File: src/rtl/lz4fd_pkg.sv
// ----------------------------------------------------------------------------
// LZ4 frame decompressor package
// Types, codes and constants shared by the decompressor modules.
// ----------------------------------------------------------------------------
package lz4fd_pkg;

	localparam int HISTORY_DEPTH_DEF = 65536;
	localparam int OUT_LANES_DEF     = 8;

	localparam logic [31:0] MAGIC_LEGACY = 32'h184C_2102;
	localparam logic [31:0] MAGIC_STD    = 32'h184D_2204;

	localparam logic [31:0] MIN_FRAME   = 32'd7;
	localparam logic [31:0] SIZE_BYTES  = 32'd4;
	localparam logic [3:0]  FIELD_LAST  = 4'd3;
	localparam logic [3:0]  CSUM_LEN    = 4'd4;
	localparam logic [3:0]  HCSUM_LEN   = 4'd1;
	localparam logic [3:0]  CSIZE_LEN   = 4'd8;
	localparam logic [3:0]  DICT_LEN    = 4'd4;
	localparam logic [3:0]  NIB_EXT     = 4'hF;
	localparam logic [7:0]  BYTE_EXT    = 8'hFF;
	localparam logic [7:0]  MIN_MATCH   = 8'd4;
	localparam logic [5:0]  RES_CAP     = 6'd32;

	// Configuration register indexes
	localparam logic [1:0] REG_FRAME_LENGTH = 2'd0;
	localparam logic [1:0] REG_MAX_OUTPUT   = 2'd1;

	// Flag byte bit positions
	localparam int FLG_DICT  = 0;
	localparam int FLG_CSIZE = 3;
	localparam int FLG_BCSUM = 4;

	typedef enum logic [2:0] {
		ST_OK      = 3'd0,
		ST_MAGIC   = 3'd1,
		ST_RAW     = 3'd2,
		ST_BLOCK   = 3'd3,
		ST_OUTOVF  = 3'd4
	} status_t;

	typedef enum logic [3:0] {
		PH_MAGIC, PH_FLAGS, PH_DESC, PH_HSKIP, PH_BSIZE, PH_RAW, PH_TOK,
		PH_LITX, PH_LIT, PH_OFFL, PH_OFFH, PH_MATX, PH_CSUM, PH_DONE
	} phase_t;

	typedef enum logic [3:0] {
		S_IDLE, S_PRE, S_EXEC, S_PUT, S_RD, S_CPUT, S_POST,
		S_FFLUSH, S_FDONE, S_SFLUSH, S_LAST
	} seq_state_t;

	typedef enum logic [1:0] {
		PK_PUT, PK_FLUSH, PK_DONE, PK_LAST
	} pk_op_t;

	// Request from the sequencer to the output packer
	typedef struct packed {
		logic        vld;
		pk_op_t      op;
		logic [7:0]  data;
		logic        emit;
		status_t     status;
		logic [31:0] total;
	} pk_req_t;

	typedef struct packed {
		logic [31:0] total;
		status_t     status;
		logic        done;
		logic [3:0]  cnt;
		logic [63:0] data;
	} res_t;

endpackage

File: src/rtl/lz4fd_pack.sv
// ----------------------------------------------------------------------------
// LZ4 output packer
// Gathers output bytes into words, holds one result back to mark the last.
// ----------------------------------------------------------------------------
module lz4fd_pack #(
	parameter int OUT_LANES = lz4fd_pkg::OUT_LANES_DEF
) (
	input  logic                clk,
	input  logic                arst_n,
	input  lz4fd_pkg::pk_req_t  req,
	output logic                rdy,
	output logic                m_tvalid,
	input  logic                m_tready,
	output logic [103:0]        m_tdata,  // out_bytes, out_count, status, out_total, pad
	output logic                m_tuser,  // done_res
	output logic                m_tlast
);
	import lz4fd_pkg::*;

	localparam int LW = 8 * OUT_LANES;
	localparam int FW = $clog2(OUT_LANES + 1);

	logic [LW-1:0] acc_q, acc_d;
	logic [FW-1:0] fill_q, fill_d;
	logic [5:0]    rn_q, rn_d;
	logic          pend_v_q;
	res_t          pend_q;
	logic          out_v_q, out_last_q;
	res_t          out_q;
	logic          nr_v, take, out_free;
	res_t          nr;

	assign out_free = !out_v_q || m_tready;
	assign rdy      = !pend_v_q || out_free;
	assign take     = req.vld && rdy;

	// Build words and results
	always_comb begin
		acc_d  = acc_q;
		fill_d = fill_q;
		rn_d   = rn_q;
		nr_v   = 1'b0;
		nr     = '0;
		if (take) begin
			case (req.op)
				PK_PUT: begin
					if (req.emit) begin
						for (int i = 0; i < OUT_LANES; i++) begin
							if (fill_q == FW'(i)) begin
								acc_d[i*8 +: 8] = req.data;
							end
						end
						if (fill_q == FW'(OUT_LANES - 1)) begin
							if (rn_q < RES_CAP) begin
								nr_v    = 1'b1;
								nr.data = 64'(acc_d);
								nr.cnt  = 4'(OUT_LANES);
								rn_d    = rn_q + 6'd1;
							end
							acc_d  = '0;
							fill_d = '0;
						end else begin
							fill_d = fill_q + FW'(1);
						end
					end
				end
				PK_FLUSH: begin
					if (fill_q != '0 && rn_q < RES_CAP) begin
						nr_v    = 1'b1;
						nr.data = 64'(acc_q);
						nr.cnt  = 4'(fill_q);
						rn_d    = rn_q + 6'd1;
					end
					acc_d  = '0;
					fill_d = '0;
				end
				PK_DONE: begin
					nr_v      = 1'b1;
					nr.done   = 1'b1;
					nr.status = req.status;
					nr.total  = req.total;
				end
				PK_LAST: begin
					rn_d = '0;
				end
				default: begin
					rn_d = rn_q;
				end
			endcase
		end
	end

	// Advance the held result and the output register
	always_ff @(posedge clk or negedge arst_n) begin
		if (!arst_n) begin
			acc_q      <= '0;
			fill_q     <= '0;
			rn_q       <= '0;
			pend_v_q   <= 1'b0;
			out_v_q    <= 1'b0;
			out_last_q <= 1'b0;
		end else begin
			acc_q  <= acc_d;
			fill_q <= fill_d;
			rn_q   <= rn_d;
			if (take && nr_v) begin
				pend_v_q <= 1'b1;
				if (pend_v_q) begin
					out_v_q    <= 1'b1;
					out_last_q <= 1'b0;
				end else if (m_tready) begin
					out_v_q <= 1'b0;
				end
			end else if (take && req.op == PK_LAST && pend_v_q) begin
				pend_v_q   <= 1'b0;
				out_v_q    <= 1'b1;
				out_last_q <= 1'b1;
			end else if (m_tready) begin
				out_v_q <= 1'b0;
			end
		end
	end

	// Payload registers
	always_ff @(posedge clk) begin
		if (take && nr_v) begin
			pend_q <= nr;
			if (pend_v_q) begin
				out_q <= pend_q;
			end
		end else if (take && req.op == PK_LAST && pend_v_q) begin
			out_q <= pend_q;
		end
	end

	assign m_tvalid = out_v_q;
	assign m_tlast  = out_last_q;
	assign m_tuser  = out_q.done;
	assign m_tdata  = {1'b0, out_q.total, out_q.status, out_q.cnt, out_q.data};

endmodule

File: config.mk
export PLATFORM = sky130hd
export DESIGN_NAME = lz4fd_pack
export DESIGN_NICKNAME = d
export VERILOG_FILES = /design/src/rtl/lz4fd_pkg.sv /design/src/rtl/lz4fd_pack.sv
export SDC_FILE = /design/constraint.sdc
export NUM_CORES = 1
export LEC_CHECK = 0
export BUFFER_PORTS_ARGS = -buffer_cell sky130_fd_sc_hd__buf_2
export CAP_MARGIN = 10
export CORE_AREA = 2 2 190 145
export DETAILED_ROUTE_END_ITERATION = 10
export DIE_AREA = 0 0 192 147
export PLACE_DENSITY = 0.56
export SYNTH_ARGS = -nofsm -noshare
export SYNTH_HDL_FRONTEND = slang
export SYNTH_SLANG_ARGS = --single-unit
File: constraint.sdc
create_clock -name clk -period 6 [get_ports clk]
set_input_delay 0.3 -clock clk [delete_from_list [all_inputs] [get_ports clk]]
set_output_delay 0.3 -clock clk [all_outputs]
set_load 0.02 [all_outputs]
==> reports/results.ini <==
[place]
place_hpwl_mm = 14.1
numPortBuffers = 156
gp_congestion = 0.814
placedCellCount = 1094

[sta]
max_freq_ghz = 0.324
maxSlewViolCount = 0
tightest_slew_ns = 1.14
rsz0062_at_grt = no
finalCritPeriodShare_pct = 51.4
setup_viol = 0
skew_ns = 0.0185
period_minus_slack_ns = 3.09
hold_violations = 0
tns_ns = 0
slew_headroom_pct = 24.2

[synthesis]
synth_edf_count = 208
yosysWarnings = 0
ys_seq_area_share_pct = 78.2
synth_top_cells_by_count = edfxtp_1, and2_1, dfrtp_1
synth_seq_cells = 285
syn_area_per_cell_um2 = 17.0
netlist.top_cell.by_area = edfxtp_1
synth_flop_cell = edfxtp_1
synthArstFlopShare_pct = 27.0
synth.most_common_cell = edfxtp_1
synth_fp_nets = 669
netlist_instances = 614
yosysUniqueCellTypes = 50
synthTopCellsByArea = edfxtp_1, dfrtp_1, and2_1
netlist.area_leader.share_pct = 59.8
syn_area_um2 = 10500

[critical_path]
crit_family = simple AND/OR/NAND/NOR gates
worst_setup_path_end_kind = flop
r2r_end = m_tdata[55]$_DFFE_PP_
r2r_cells = 5
slowest_stage = buf_4
critPathMaxStageDelay_ns = 0.70
worstPathCellList = ha_1 > and3b_1 > a221o_1 > and3_4 > buf_4
critPathLaunchType = flop
critPathBufInv = 1
worstPathRequired_ns = 6.17
r2r_start = fill_q[0]$_DFFE_PN0P_
worstPathArrival_ns = 3.26
critical_path_class = flop to flop
worst-r2r-setup-slack_ns = 2.91
crit_fanout = 57

[min_path]
hp-class = input port to flop
hold_depth = 2
hold_end = pend_q[76]$_SDFFCE_PN0P_
holdCritStartpoint = req[4]

[clock_network]
clk_pin_slew_ns = 0.07
post_cts_buffers = 0
cts_max_level = 1
clockBufferDepth = 3
cts_tree = done
clk_latency_ns = 0.55
numCtsBuffers = 29
cts_root_buf = clkbuf_16
clkSinkCount = 285

[drt]
drtIter0Drc = 469
antenna_left = 0
wire_per_inst_um = 19.1
drc_errors = 0
routed_wirelength_mm = 22.0
dr.pass1.iters = 6
via_per_inst = 5.07
num_vias = 5826

[job]
drv_cap = 0

[floorplan]
start_util_pct = 39.4
pin_count = 158
rows = 52
dieWidth_um = 192
die_h_um = 147
core_area_um2 = 26500
die-area_um2 = 28200

[grt]
grt_first_pass_wirelength_mm = 33.7
grt_usage_pct = 15.5
antenna_found_initial = 1
grt_start_max_net_pins = 78
grt_pass1_vias = 5743
grt-ovfl-total = 0

[finish]
synthToLayoutAreaGrowth_pct = 19.6
n_antenna_cell = 0
drive_gt1_share_pct = 27.7
final_cells = 1150
fillers = 2338
layout.nets = 831

[outcome]
outcome = finished, final reports clean

[pwr]
power-per-cell-area_nw_per_um2 = 360
power.leakage_nw = 4.91
irDropWorstVdd_uv = 209

-- sequential cells by signal, indices dropped and copies added (netlist names) --
name	cells
m_tlast	1
rn_q	6
m_tdata	103
acc_q	64
pend_q	104
m_tuser	1
fill_q	4
pend_v_q	1
m_tvalid	1
-- power breakdown --
part / internal [mW] / switching [mW] / total (mW)
combinational: 0.127 / 0.297 / 0.424
sequential: 2.30 / 0.0637 / 2.36
clock: 0.991 / 0.724 / 1.71
total: 3.42 / 1.08 / 4.50
-- cells in the final DEF (no fill, tap or decap), types with 6 or more instances in the layout --
master     netlist  final
edfxtp_1       208    208
buf_2            6    155
and2_1          80     80
dfrtp_1         77     77
a22o_1          57     57
clkbuf_16        0     29
a32o_1          24     24
nor2_1          20     20
nand2_1         11     11
a22oi_1          8      8
o21ai_1          8      8
inv_1            7      7
clkinv_2         0      7
nand3_1          6      6
clkbuf_1        19      6
-- cells by family after synthesis --
family,Yosys count,share of synthesized area (%)
flops,285,78.2
other cells,1,0.0359
compound gates,122,9.68
mux,6,0.587
simple gates,158,9.29
fa+ha+maj,5,0.599
buf+inv,37,1.62
-- through the flow --
step           hold WS, ns  setup WS (ns)  utilization (%)  cell area, um^2  total power [mW]
2_1_floorplan      0.00441           1.79                -            10500              2.67
4_1_cts            0.00263           2.86             47.1            12500              4.55
6_report            0.0216           2.91             47.1            12500              4.50
3_3_place_gp         0.401           3.03             43.6            11600              2.81
3_5_place_dp         0.405           2.88             43.6            11600              2.83
5_1_grt             0.0177           2.62             47.1            12500              4.68
-- routing by layer --
| layer | wire, um | track usage, % | part of all wire [%] |
|---|---|---|---|
| met1 | 10200 | 23.3 | 46 |
| met4 | 414 | 4.01 | 1.9 |
| met3 | 1210 | 2.68 | 5.5 |
| met5 | 7 | 0 | 0.032 |
| met2 | 10100 | 23.6 | 46 |
-- worst register-to-register path: stages, from the launching register on --
cell and delay [ns]:
dfrtp_1 0.42, ha_1 0.31, and3b_1 0.35, a221o_1 0.26, and3_4 0.63, buf_4 0.70
-- layout make-up --
type	instances	area, um^2	area share [%]
flip-flops and latches	285	8170	65.4
multi-input cells	292	2120	17.0
repair buffers	161	826	6.61
clock buffers	40	817	6.54
well taps	351	439	3.51
clock inverters	14	97.6	0.781
inverters	7	26.3	0.210
-- how the worst max path moves through the flow --
stage | endpoint | start | slack [ns] | cells after the start
after floorplan | m_tdata[0]$_DFFE_PP_ | fill_q[0]$_DFFE_PN0P_ | 1.79 | 5
after global placement | pend_q[84]$_SDFFCE_PN0P_ | fill_q[0]$_DFFE_PN0P_ | 3.03 | 5
after detailed placement | pend_q[78]$_SDFFCE_PN0P_ | fill_q[0]$_DFFE_PN0P_ | 2.88 | 5
after CTS | pend_q[98]$_SDFFCE_PN0P_ | fill_q[0]$_DFFE_PN0P_ | 2.86 | 5
after global routing | pend_q[98]$_SDFFCE_PN0P_ | fill_q[0]$_DFFE_PN0P_ | 2.62 | 5
final | m_tdata[55]$_DFFE_PP_ | fill_q[0]$_DFFE_PN0P_ | 2.91 | 5
-- timing repair --
| item | CTS | global route |
|---|---|---|
| hold buffers | 2 | 0 |
| gates resized for setup | 0 | 0 |
| endpoints found under the hold margin | 78 | 0 |
Note: power is estimated with default switching activity, not from simulation.
